<file path="config.mk">
export PLATFORM = sky130hd
export DESIGN_NAME = tcw_cmd_fifo
export DESIGN_NICKNAME = d
export VERILOG_FILES = /design/src/rtl/core/tcw_pkg.sv /design/src/rtl/core/tcw_cmd_fifo.sv
export SDC_FILE = /design/constraint.sdc
export NUM_CORES = 1
export LEC_CHECK = 0
export BUFFER_PORTS_ARGS = -buffer_cell sky130_fd_sc_hd__clkbuf_2
export CORE_ASPECT_RATIO = 0.5
export CORE_UTILIZATION = 45
export DETAILED_ROUTE_END_ITERATION = 7
export PLACE_DENSITY_LB_ADDON = 0.12
export SYNTH_ARGS = -nofsm -noshare
export SYNTH_HDL_FRONTEND = slang
export SYNTH_SLANG_ARGS = --single-unit
export TNS_END_PERCENT = 30
</file>
<file path="constraint.sdc">
create_clock -name clk -period 2.4 [get_ports clk]
set_input_delay 0.12 -clock clk [delete_from_list [all_inputs] [get_ports clk]]
set_output_delay 0.12 -clock clk [all_outputs]
set_load 0.05 [all_outputs]
</file>
<file path="src/rtl/core/tcw_pkg.sv">
package tcw_pkg;

  localparam int CELL_ADDR_W = 12;

  localparam logic [7:0]  NEWLINE_CODE = 8'h0A;
  localparam logic [7:0]  SPACE_CODE   = 8'h20;
  localparam logic [7:0]  DEFAULT_ATTR = 8'h0F;
  localparam logic [15:0] BLANK_CELL   = {DEFAULT_ATTR, SPACE_CODE};

  localparam int CMDQ_DEPTH = 2;
  localparam int CMDQ_PTR_W = $clog2(CMDQ_DEPTH);

  typedef enum logic [1:0] {
    MODE_WRITE = 2'd0,
    MODE_MOVE  = 2'd1,
    MODE_CLEAR = 2'd2,
    MODE_READ  = 2'd3
  } mode_t;

  typedef enum logic [2:0] {
    K_WRITE,
    K_NEWLINE,
    K_MOVE,
    K_CLEAR,
    K_READ
  } cmd_kind_t;

  typedef struct packed {
    cmd_kind_t              kind;
    logic [7:0]             ch;
    logic [7:0]             attr;
    logic [6:0]             tcol;
    logic [4:0]             trow;
    logic [CELL_ADDR_W-1:0] addr;
    logic                   in_range;
  } cmd_t;

endpackage

</file>
<file path="src/rtl/core/tcw_cmd_fifo.sv">
module tcw_cmd_fifo (
  input  logic          clk,
  input  logic          rst_n,
  input  logic          wr_valid,
  output logic          wr_ready,
  input  tcw_pkg::cmd_t wr_data,
  output logic          rd_valid,
  input  logic          rd_ready,
  output tcw_pkg::cmd_t rd_data
);

  localparam int CNT_W = $clog2(tcw_pkg::CMDQ_DEPTH + 1);

  tcw_pkg::cmd_t                   q_mem [tcw_pkg::CMDQ_DEPTH];
  logic [tcw_pkg::CMDQ_PTR_W-1:0] wp_r;
  logic [tcw_pkg::CMDQ_PTR_W-1:0] wp_nxt;
  logic [tcw_pkg::CMDQ_PTR_W-1:0] rp_r;
  logic [tcw_pkg::CMDQ_PTR_W-1:0] rp_nxt;
  logic [CNT_W-1:0]               cnt_r;
  logic [CNT_W-1:0]               cnt_nxt;
  logic                           push;
  logic                           pop;

  assign wr_ready = (cnt_r != CNT_W'(tcw_pkg::CMDQ_DEPTH));
  assign rd_valid = (cnt_r != '0);
  assign rd_data  = q_mem[rp_r];
  assign push     = wr_valid && wr_ready;
  assign pop      = rd_valid && rd_ready;

  always_comb begin
    wp_nxt  = push ? wp_r + 1'b1 : wp_r;
    rp_nxt  = pop ? rp_r + 1'b1 : rp_r;
    cnt_nxt = cnt_r + CNT_W'(push) - CNT_W'(pop);
  end

  always_ff @(posedge clk) begin
    if (!rst_n) begin
      wp_r  <= '0;
      rp_r  <= '0;
      cnt_r <= '0;
    end else begin
      wp_r  <= wp_nxt;
      rp_r  <= rp_nxt;
      cnt_r <= cnt_nxt;
    end
  end

  always_ff @(posedge clk) begin
    if (push) begin
      q_mem[wp_r] <= wr_data;
    end
  end

endmodule

</file>
* Word-level counts from Yosys, hierarchy flattened
Memory sizes are Yosys's and may differ from the RTL's. A register that Yosys moved wholly into a read port is not among the register bits.
Index checks and enable logic that the tools add are counted.
W data, S select, Z words.
** Word-level totals
- Register bits :: 4
- Memory bits (writable) :: 88
- Memories kept :: 1
- Word-level logic and storage cells :: 16
- Output and inout bits :: 46
** Memory list
- q_mem :: depth 2, width 44, read ports 1, clocked after Yosys merged registers in 1, write ports 1, RTL line tcw_cmd_fifo.sv:14 : tcw_pkg::cmd_t q_mem [tcw_pkg::CMDQ_DEPTH];
** Cells by class
- Mux-type cells :: 4
- Equal/unequal tests :: 1
- Add/subtract/negate cells :: 4
- Reductions and logical operators :: 3
** Operator list (count)
- $mux W1 :: 4
- $add A1 B1 Y1 const B :: 2
- $add A2 B1 Y2 :: 1
- $logic_and A1 B1 Y1 :: 2
- $ne A2 B2 Y1 const B :: 1
- $reduce_bool A2 Y1 :: 1
- $sub A2 B1 Y2 :: 1

* Longest topological paths before layout
- Depth in word-level cells :: 4
- Depth in mapped cells :: 6
- Gate-level depth less buffers :: 6

* Worst setup path after synthesis
OpenSTA, ideal clock, no wires.
- Path kind :: register to register
- Start :: reg cnt_r[0]
- End :: mem q_mem[1][0] (netlist name), enable pin
- Path slack :: -0.116 ns
- Period minus slack after synthesis :: 2.516 ns
- Buffers on the path :: 0
- Required time :: 1.994 ns
- Library setup time :: 0.406 ns
- Arrival time :: 2.110 ns
- Stages on the path, launching flop included :: 3
- Cells stage by stage :: dfxtp_1 nand2b_1 and3_1
** Between the ends
- Longest elaborated chain between the ends :: 4
** Ends and longest elaborated chain
- start, declared :: RTL line tcw_cmd_fifo.sv:19 : logic [CNT_W-1:0] cnt_r;
- start signal, assigned :: RTL line tcw_cmd_fifo.sv:44 : cnt_r <= cnt_nxt;
- $ne A2 B2 Y1 :: RTL line tcw_cmd_fifo.sv:24 : assign wr_ready = (cnt_r != CNT_W'(tcw_pkg::CMDQ_DEPTH));
- named net wr_ready :: RTL line tcw_cmd_fifo.sv:5 : output logic wr_ready,
- $logic_and A1 B1 Y1 :: RTL line tcw_cmd_fifo.sv:27 : assign push = wr_valid && wr_ready;
- $mux W1 :: RTL line tcw_cmd_fifo.sv:49 : if (push) begin
- $mux W1 (implied by the code) :: RTL line tcw_cmd_fifo.sv:50 : q_mem[wp_r] <= wr_data;
- end, declared :: RTL line tcw_cmd_fifo.sv:14
The timed path passes the listed nets, and every way through them passes these cells.

==> metrics <==
compound-cell area share of the yosys netlist=0.0156; number of filler cells placed in the layout=571; Sink Count=93; CP arrival=1820 ps; final setup fails=0; IO Count=94; via count=~2,000; drt drc=0; initial core utilization=0.468; initial antenna violation count=0; Post-Syn Area=0.00345 mm2; net count after synthesis=between 200 and 250; final setup margin=458 ps; synthesized flop and latch total=93; Max Cap Violations=0; Hold Path Depth=2; worst r2r dst=q_mem[0][22]$_DFFE_PP_; core area=0.00738 mm2; commonest non-fill, non-tap cells in the layout=93 x clkbuf_2, 88 x edfxtp_1, 44 x dlygate4sd3_1; worst endpoint required time=2280 ps; synth-to-layout area growth=39.4%; outcome=completed; commonest non-fill, non-tap cell in the layout=clkbuf_2; CTS tree=yes; post-synthesis xor/xnor area fraction=0.00254; Slew HR=0.682; largest net degree at the start of global routing=45; Synth Area in Simple Gates=0.0214; CTS max path bufs=2; layout cell share with drive strength beyond 1=0.377; met3 GRT Util=0.0737; post-synthesis cell count=roughly 170; placed instance area=0.00406 mm2; Final Slew Violations=0; Final Instance Area=0.00481 mm2; Final Hold Fails=0; internal reg-to-reg setup slack=750 ps; worst hold slack=between 90 and 100 ps; Most Crowded Layer GR=met2; Iteration-0 DRC Markers=57; WHS Endpoint=rp_r$_SDFFE_PN0P_; first-pass GRT wire length=roughly 9400 um; Leakage=between 1.5 and 2 nW; crit path kind=reg -> out; final WL=6000 um; CTS Buf Count=9; Die X=around 130 um; clock-pin slew on the worst setup and hold paths=60 ps; worst path cell trace=buf_4 > mux2_1 > clkbuf_2; post-synthesis cell type count=25; post-route ant nets=0; fin crit share=0.809; slowest stage cell, crit path=dfxtp_2; Detail Placement HPWL=3790 um; H-tree depth=3; Layout Nets=approximately 360; min Tclk post-route=about 2000 ps; main combinational cell family by area after synthesis=multiplexers; CP max stage delay=630 ps; DR WL/cell=14.5 um; part of the Yosys area used for sequential elements=0.795; RSZ-0062 raised after global routing=no; HP Start=rst_n; drt pass-1 iters=4; Syn Area/Cell=20.8 um2; Register-to-Register Path Depth=4; dpl ws=750 ps; routability-driven placement congestion ratio=between 0.7 and 0.8; slew at the pin closest to its max-slew limit=477 ps; gr ovfl total=0; worst r2r src=cnt_r[0]$_SDFF_PN0_; Peak VDD IR=0.000516 V; die extent in y=63.9 um; YS warnings=0; skew final=4.83 ps; post-synthesis mux area share=0.146; Fmax=0.515 GHz; DR vias/cell=4.74; clock latency on the worst-skew pair=340 ps; HP Class=in -> reg; Die ar.=0.00804 mm2; Fin Setup TNS=0 ps; CP Max Fanout=19; post-CTS setup buffers=0; Startpoint Class=register; Rows=22; met2 Usage GRT=0.288; Final Util=0.652; clock root cell=clkbuf_16; total track usage=0.163; PD cells=1040 mW/mm2; PortBufs=93; Global Route met1 Usage=0.175; Crit. End Element=output port; n_diodes=0; synthesized-area fraction occupied by adder cells=0.00363; vias in the first global route=2,036
==> kinds of logic after synthesis <==
logic type	count (synthesis)
muxes	45
AOI/OAI and AO/OA	7
buffers and inverters	6
DFF	93
adders and majority gates	1
xor gates and xnor gates	1
and+or+nand+nor	13
==> per-stage QoR <==
stage	cells	total power, W
4_1_cts	414	0.00504
3_3_place_gp	354	0.00349
2_1_floorplan	166	0.00320
3_5_place_dp	354	0.00352
5_1_grt	414	0.00518
6_report	414	0.00499
==> metal layers <==
metal,routed length [um],up-vias,part of all wire
li1,-,945,-
met1,2580,953,0.43
met2,3000,55,0.50
met3,363,8,0.061
met4,54,0,0.0090
met5,0,-,0
==> cell type report <==
class / instances / area, um2 / area share
sequential: 93 / 2740 / 0.570
multi-input combinational: 67 / 656 / 0.136
inverter: 1 / 3.75 / 0.000780
clock buffer: 9 / 225 / 0.0468
tap: 96 / 120 / 0.0250
clock inverter: 7 / 90.1 / 0.0187
timing repair buffer: 141 / 973 / 0.202
==> worst max-delay path by stage <==
| stage | from | endpoint | slack [ps] | depth (start not counted) |
|---|---|---|---|---|
| after global placement | register | rd_data[34] | 800 | 3 |
| after detailed placement | cnt_r[0]$_SDFF_PN0_ | q_mem[0][26]$_DFFE_PP_ | 750 | 4 |
| after floorplan | cnt_r[0]$_SDFF_PN0_ | q_mem[0][0]$_DFFE_PP_ | 50 | 3 |
| final | register | rd_data[23] | 460 | 3 |
| after global routing | register | rd_data[34] | 340 | 3 |
| after CTS | register | rd_data[34] | 410 | 3 |
==> critical path: cells and delay by family (launching register included) <==
kind	cells	cell delay, ps
buf+inv	2	500
flops	1	630
mux	1	350
==> state kept, by name, indices dropped and copies added, names as in the netlist, named ones only <==
register  cells
cnt_r         2
rp_r          1
q_mem        88
wp_r          1
==> where the power goes <==
group,leakage [nW],switching (W),internal (W)
logic,0.851,0.00104,0.000432
clock network,0.153,0.000553,0.000905
registers,0.865,0.0000851,0.00197
total,1.87,0.00167,0.00331
==> repair_timing <==
action | 4_1_cts | 5_1_grt
resized for setup | 0 | 0
hold endpoints to repair | 88 | 0
hold buffers | 44 | 0
==> cell usage after synthesis, drive strengths merged <==
cell type,count,area share
a211oi,1,0.0022
a21bo,2,0.0058
a21boi,1,0.0022
a32oi,1,0.0025
and2,3,0.0054
and3,1,0.0018
buf,5,0.015
dfxtp,5,0.029
edfxtp,88,0.77
ha,1,0.0036
inv,1,0.0011
mux2,44,0.14
mux2i,1,0.0029
nand2,1,0.0011
nand2b,2,0.0036
nand3,1,0.0014
nand3b,1,0.0022
nor2,2,0.0022
nor2b,1,0.0018
o21ai,2,0.0029
or2,1,0.0018
xnor2,1,0.0025
(Power assumes the default switching activity.)
