===== src/rtl/core/tcw_pkg.sv =====
package tcw_pkg;

  localparam int CELL_ADDR_W = 12;

  localparam logic [7:0]  NEWLINE_CODE = 8'h0A;
  localparam logic [7:0]  SPACE_CODE   = 8'h20;
  localparam logic [7:0]  DEFAULT_ATTR = 8'h0F;
  localparam logic [15:0] BLANK_CELL   = {DEFAULT_ATTR, SPACE_CODE};

  localparam int CMDQ_DEPTH = 2;
  localparam int CMDQ_PTR_W = $clog2(CMDQ_DEPTH);

  typedef enum logic [1:0] {
    MODE_WRITE = 2'd0,
    MODE_MOVE  = 2'd1,
    MODE_CLEAR = 2'd2,
    MODE_READ  = 2'd3
  } mode_t;

  typedef enum logic [2:0] {
    K_WRITE,
    K_NEWLINE,
    K_MOVE,
    K_CLEAR,
    K_READ
  } cmd_kind_t;

  typedef struct packed {
    cmd_kind_t              kind;
    logic [7:0]             ch;
    logic [7:0]             attr;
    logic [6:0]             tcol;
    logic [4:0]             trow;
    logic [CELL_ADDR_W-1:0] addr;
    logic                   in_range;
  } cmd_t;

endpackage


===== src/rtl/core/tcw_front.sv =====
module tcw_front #(
  parameter int COLS = 80,
  parameter int ROWS = 25
) (
  input  logic          clk,
  input  logic          rst_n,
  input  logic          hold,
  input  logic          in_tvalid,
  output logic          in_tready,
  input  logic [31:0]   in_tdata,
  input  logic [1:0]    in_tuser,
  output logic          cmd_valid,
  input  logic          cmd_ready,
  output tcw_pkg::cmd_t cmd
);

  logic          fv_r;
  logic          fv_nxt;
  tcw_pkg::cmd_t cmd_r;
  tcw_pkg::cmd_t cmd_nxt;

  logic [7:0] f_ch;
  logic [3:0] f_fg;
  logic [3:0] f_bg;
  logic [6:0] f_col;
  logic [4:0] f_row;

  assign f_ch  = in_tdata[7:0];
  assign f_fg  = in_tdata[11:8];
  assign f_bg  = in_tdata[15:12];
  assign f_col = in_tdata[22:16];
  assign f_row = in_tdata[27:23];

  assign in_tready = !hold && (!fv_r || cmd_ready);
  assign cmd_valid = fv_r;
  assign cmd       = cmd_r;

  always_comb begin
    cmd_nxt          = cmd_r;
    cmd_nxt.ch       = f_ch;
    cmd_nxt.attr     = {f_bg, f_fg};
    cmd_nxt.tcol     = f_col;
    cmd_nxt.trow     = f_row;
    cmd_nxt.addr     = tcw_pkg::CELL_ADDR_W'(f_row) * tcw_pkg::CELL_ADDR_W'(COLS)
                       + tcw_pkg::CELL_ADDR_W'(f_col);
    cmd_nxt.in_range = (32'(f_col) < COLS) && (32'(f_row) < ROWS);
    unique case (tcw_pkg::mode_t'(in_tuser))
      tcw_pkg::MODE_WRITE: begin
        cmd_nxt.kind = (f_ch == tcw_pkg::NEWLINE_CODE) ? tcw_pkg::K_NEWLINE
                                                       : tcw_pkg::K_WRITE;
      end
      tcw_pkg::MODE_MOVE: begin
        cmd_nxt.kind = tcw_pkg::K_MOVE;
      end
      tcw_pkg::MODE_CLEAR: begin
        cmd_nxt.kind = tcw_pkg::K_CLEAR;
        cmd_nxt.attr = {f_bg, 4'h0};
      end
      tcw_pkg::MODE_READ: begin
        cmd_nxt.kind = tcw_pkg::K_READ;
      end
      default: begin
        cmd_nxt.kind = tcw_pkg::K_READ;
      end
    endcase
  end

  always_comb begin
    fv_nxt = fv_r;
    if (in_tvalid && in_tready) begin
      fv_nxt = 1'b1;
    end else if (cmd_ready) begin
      fv_nxt = 1'b0;
    end
  end

  always_ff @(posedge clk) begin
    if (!rst_n) begin
      fv_r <= 1'b0;
    end else begin
      fv_r <= fv_nxt;
    end
  end

  always_ff @(posedge clk) begin
    if (in_tvalid && in_tready) begin
      cmd_r <= cmd_nxt;
    end
  end

endmodule


===== config.mk =====
export PLATFORM = sky130hd
export DESIGN_NAME = tcw_front
export DESIGN_NICKNAME = d
export VERILOG_FILES = /design/src/rtl/core/tcw_pkg.sv /design/src/rtl/core/tcw_front.sv
export SDC_FILE = /design/constraint.sdc
export NUM_CORES = 1
export LEC_CHECK = 0
export BUFFER_PORTS_ARGS = -buffer_cell sky130_fd_sc_hd__buf_2
export CORE_MARGIN = 1.5
export CORE_UTILIZATION = 40
export CTS_CLUSTER_DIAMETER = 200
export DETAILED_ROUTE_END_ITERATION = 16
export PLACE_DENSITY = 0.82
export SYNTH_ARGS = -nofsm -noshare
export SYNTH_HDL_FRONTEND = slang
export SYNTH_SLANG_ARGS = --single-unit

===== constraint.sdc =====
create_clock -name clk -period 2.2 [get_ports clk]
set_input_delay 0.11 -clock clk [delete_from_list [all_inputs] [get_ports clk]]
set_output_delay 0.11 -clock clk [all_outputs]
set_load 0.05 [all_outputs]

Word level (Yosys, flattened, before mapping)
Index checks and enable logic that the tools add are counted.
{"block": "totals", "register_bits": 45, "latchBits": 0, "ram_bits": 0, "romBits": 0, "inputBits": 39, "out_inout_bits": 46, "elab_cells": 29, "memories": 0}
{"block": "op_classes", "n_addsub": 1, "multipliers": 1, "div": 0, "n_lt_le_gt_ge": 2, "eq_ne": 4, "n_shift": 0, "muxes": 4, "n_bitwise": 0, "reduce_logical": 8}
{"op": "$add A12 B7 Y12", "count": 1}
{"op": "$pmux W3 S4", "count": 1}
{"op": "$eq A8 B4 Y1 const B", "count": 1}
{"op": "$mul A5 B3 Y8 const B", "count": 1}
{"op": "$lt A7 B7 Y1 const B", "count": 1}
{"op": "$lt A5 B5 Y1 const B", "count": 1}
{"op": "$eq A2 B2 Y1 const B", "count": 2}
{"op": "$logic_and A1 B1 Y1", "count": 3}
{"op": "$mux W1", "count": 3}
{"op": "$eq A2 B1 Y1 const B", "count": 1}
{"op": "$logic_not A1 Y1", "count": 2}
{"op": "$logic_not A2 Y1", "count": 1}
{"op": "$reduce_bool A2 Y1", "count": 1}
{"op": "$logic_or A1 B1 Y1", "count": 1}

Logic depth before layout (Yosys ltp)
{"block": "depth", "depth_word": 5, "mapped_depth": 7}

Worst setup path before layout
No wires, ideal clock.
{"block": "synth_path", "path_kind": "register -> register", "start": "register fv_r (netlist: cmd_valid)", "end": "register cmd_r (netlist bit cmd[0]), enable pin", "t_arrival_ps": 2462, "required_ps": 1799, "slack_ps": -663, "stages_incl_launch_ff": 4, "path_buffers": 0, "synth_period_minus_slack_ps": 2863, "path_cell_list": "dfxtp_1 nand2b_1 nor2b_1 and2_1"}
{"block": "synth_between", "elab_chain_len": 4}
{"element": "start: declaration", "line": "tcw_front.sv:17", "rtl": "logic fv_r;"}
{"element": "start signal: assignment", "line": "tcw_front.sv:81", "rtl": "fv_r <= fv_nxt;"}
{"element": "$logic_not A1 Y1", "line": "tcw_front.sv:34", "rtl": "assign in_tready = !hold && (!fv_r || cmd_ready);"}
{"element": "$logic_or A1 B1 Y1", "line": "tcw_front.sv:34"}
{"element": "$logic_and A1 B1 Y1", "line": "tcw_front.sv:34"}
{"element": "net in_tready", "line": "tcw_front.sv:9", "rtl": "output logic in_tready,"}
{"element": "$logic_and A1 B1 Y1", "line": "tcw_front.sv:86", "rtl": "if (in_tvalid && in_tready) begin"}
{"element": "end signal: assignment", "line": "tcw_front.sv:87", "rtl": "cmd_r <= cmd_nxt;"}
{"element": "end: declaration", "line": "tcw_front.sv:19", "rtl": "tcw_pkg::cmd_t cmd_r;"}
The timed path passes the listed nets, and every way through them passes these cells.
A chain may end at the register's enable or synchronous reset.

==> flow_summary.yaml <==
sta:
  holdWs_ns: 0.01608
  setup_tns_ns: 0
  min_period_ns: 1.712
  skew_ns: 0.006813
  slew_headroom_pct: 68.81
  post-route-period-util_pct: 77.83
  timing_hold_violations_final: 0
  slew_violations: 0
  max_freq_mhz: 584.1
  worst_pin_slew_ns: 0.4678
  rsz0062_at_grt: "no"
  setup_viol: 0
  fin_ws_ns: 0.4878
synthesis:
  avgSynthCellArea_um2: 16.59
  ys_seq_elements: 41
  ys_seq_area_share_pct: 70.11
  synth_area_um2: 1742
  syn_inst: 105
  syn-num-nets: 158
  synth_cell_types: 23
  yosys_warnings: 0
floorplan:
  dieWidth_um: 68.99
  rows: 23
  dieArea_um2: 4759
  core_um2: 4086
  start_util_pct: 42.62
  pin_count: 85
  die_y_um: 68.99
clock_network:
  clockRootBuffer: "clkbuf_8"
  ctsResizeCount: 0
  cts_tree: "built"
  cts_htree_levels: 2
  cts_inserted_buffers: 5
  cts_hold_buf: 8
  cts.path.max_buffers: 2
  cts_setup_buffers: 0
  clock_latency_ns: 0.28
  cts.sinks: 41
  path_clk_slew_ns: 0.07
setup_path:
  cpPeakStageDelay_ns: 0.43
  crit_fanout: 5
  cp.required_ns: 2.23
  criticalPathCategory: "in2reg"
  start_kind: "primary input"
  crit_top_cell: "ha_1"
  cp-end-kind: "register"
  critical_path.slowest_cell: "fa_1"
  path_cells: "buf_2, ha_1, ha_1, inv_1, fa_1, nand2b_1, nor3_1, xnor2_1"
  crit_arrival_ns: 1.74
place:
  finalWeightedCongestion: 0.7716
  pre_cts_ws_ns: 0.1784
  port-buffer-count: 80
global_routing:
  overflow: 0
  grt_pass1_wl_mm: 4.443
  grt_pass1_vias: 1043
  use_met1_pct: 12.58
  antenna_found_initial: 0
  grt_start_max_net_pins: 22
  grt_util_met3_pct: 5.032
  grt_use_total_pct: 13.15
  grt_busiest_layer: "met2"
  use_met2_pct: 24.76
cells_and_area:
  synthToLayoutAreaGrowth_pct: 35.56
  nets: 250
  most-common-layout-cells: "buf_2, edfxtp_1, ha_1"
  layout_commonest_cell: "buf_2"
  drive_gt1_share_pct: 47.47
  antenna_cells: 0
  n_fill_cell: 346
power:
  pwr-share-comb_pct: 21.4
  internal-power_uw: 1248
  sequentialPowerShare_pct: 52.7
  power_density_nw_per_um2: 739.2
  p_sw_uw: 497.3
  vdd_drop_max_uv: 331.0
  swShare_pct: 28.49
  clockPowerShare_pct: 25.9
  p_leak_uw: 0.001029
routing:
  vias_per_cell: 4.609
  wl_per_cell_um: 12.14
  wl_mm: 3.011
  firstDrtPassIters: 4
  ant_nets: 0
  first_iter_violations: 83
  via_count: 1143
  drc: 0
status:
  status: "completed"
run:
  maxCapViolations: 0
hold_path:
  hold_path.class: "in2reg"
-- sequential cells by signal, indices dropped and copies added (netlist names) --
| signal | count |
|---|---|
| cmd | 40 |
| cmd_valid | 1 |
-- cell families after synthesis --
kind of cell	synth area share [%]
adders and majority gates	10.92
DFF	70.11
AOI/OAI and AO/OA	4.886
xor gates and xnor gates	3.951
buffers and inverters	3.880
and+or+nand+nor	6.250
-- synth_stat cells --
cell / number / share of area (%)
xor2_2: 1 / 0.93
ha_1: 12 / 8.6
nand3_1: 1 / 0.29
nor4_1: 1 / 0.36
nor4bb_1: 1 / 0.57
o41ai_2: 1 / 0.93
a21oi_2: 2 / 1.0
fa_1: 2 / 2.3
a21boi_0: 1 / 0.43
buf_4: 4 / 1.7
nor2_1: 2 / 0.43
o311ai_0: 1 / 0.50
a21o_1: 2 / 0.86
nor2b_1: 7 / 2.5
xor2_1: 2 / 1.0
o21ai_0: 4 / 1.1
dfxtp_1: 1 / 1.1
nor3_1: 1 / 0.29
nand2b_1: 3 / 1.1
xnor2_1: 4 / 2.0
edfxtp_1: 40 / 69
and2_1: 2 / 0.72
inv_1: 10 / 2.2
-- area by class of cell --
class	count	area, µm²	share of cell area [%]
clock buffer	6	72.57	3.074
multi-input combinational	50	456.7	19.34
sequential	41	1221	51.72
tap	50	62.56	2.650
clock inverter	2	10.01	0.4240
timing repair buffer	89	500.5	21.20
inverter	10	37.54	1.590
-- metal layers --
metal / share of wire (%) / routed length, µm
met1: 38 / 1134
met3: 7.4 / 224
met5: 0 / 0
met4: 1.1 / 34
met2: 54 / 1618
-- final timing paths --
kind               end          from  slack (ns)  cells past startpoint
min reg2reg  cmd_valid     cmd_valid        0.51                      2
max reg2reg    cmd[10]     cmd_valid        0.67                      4
max            cmd[11]  in_tdata[24]        0.49                      8
min            cmd[34]   in_tdata[1]        0.02                      1
-- worst max-delay path, delay by kind of cell --
kind / cells / cell delay, ns
buffers and inverters: 2 / 0.20
XOR/XNOR: 1 / 0.10
AND/OR/NAND/NOR: 2 / 0.40
adder cells (fa/ha/maj): 3 / 0.93
-- power groups by stage --
stage / clock network [µW] / logic, µW / registers (µW)
3_3_place_gp: 0 / 359 / 937
3_5_place_dp: 0 / 364 / 938
6_report: 452 / 373 / 920
5_1_grt: 498 / 402 / 925
2_1_floorplan: 0 / 126 / 1080
4_1_cts: 470 / 377 / 921
-- per-stage QoR --
| stage | instance area [µm²] | instances | utilization [%] | power (µW) |
|---|---|---|---|---|
| floorplan | 1745 | 105 | - | 1205 |
| global placement | 2198 | 232 | 53.80 | 1296 |
| detailed placement | 2198 | 232 | 53.80 | 1303 |
| CTS | 2361 | 248 | 57.78 | 1769 |
| global route | 2361 | 248 | 57.78 | 1825 |
| finish | 2361 | 248 | 57.78 | 1745 |
No activity file was read; power rests on OpenSTA's default activity.
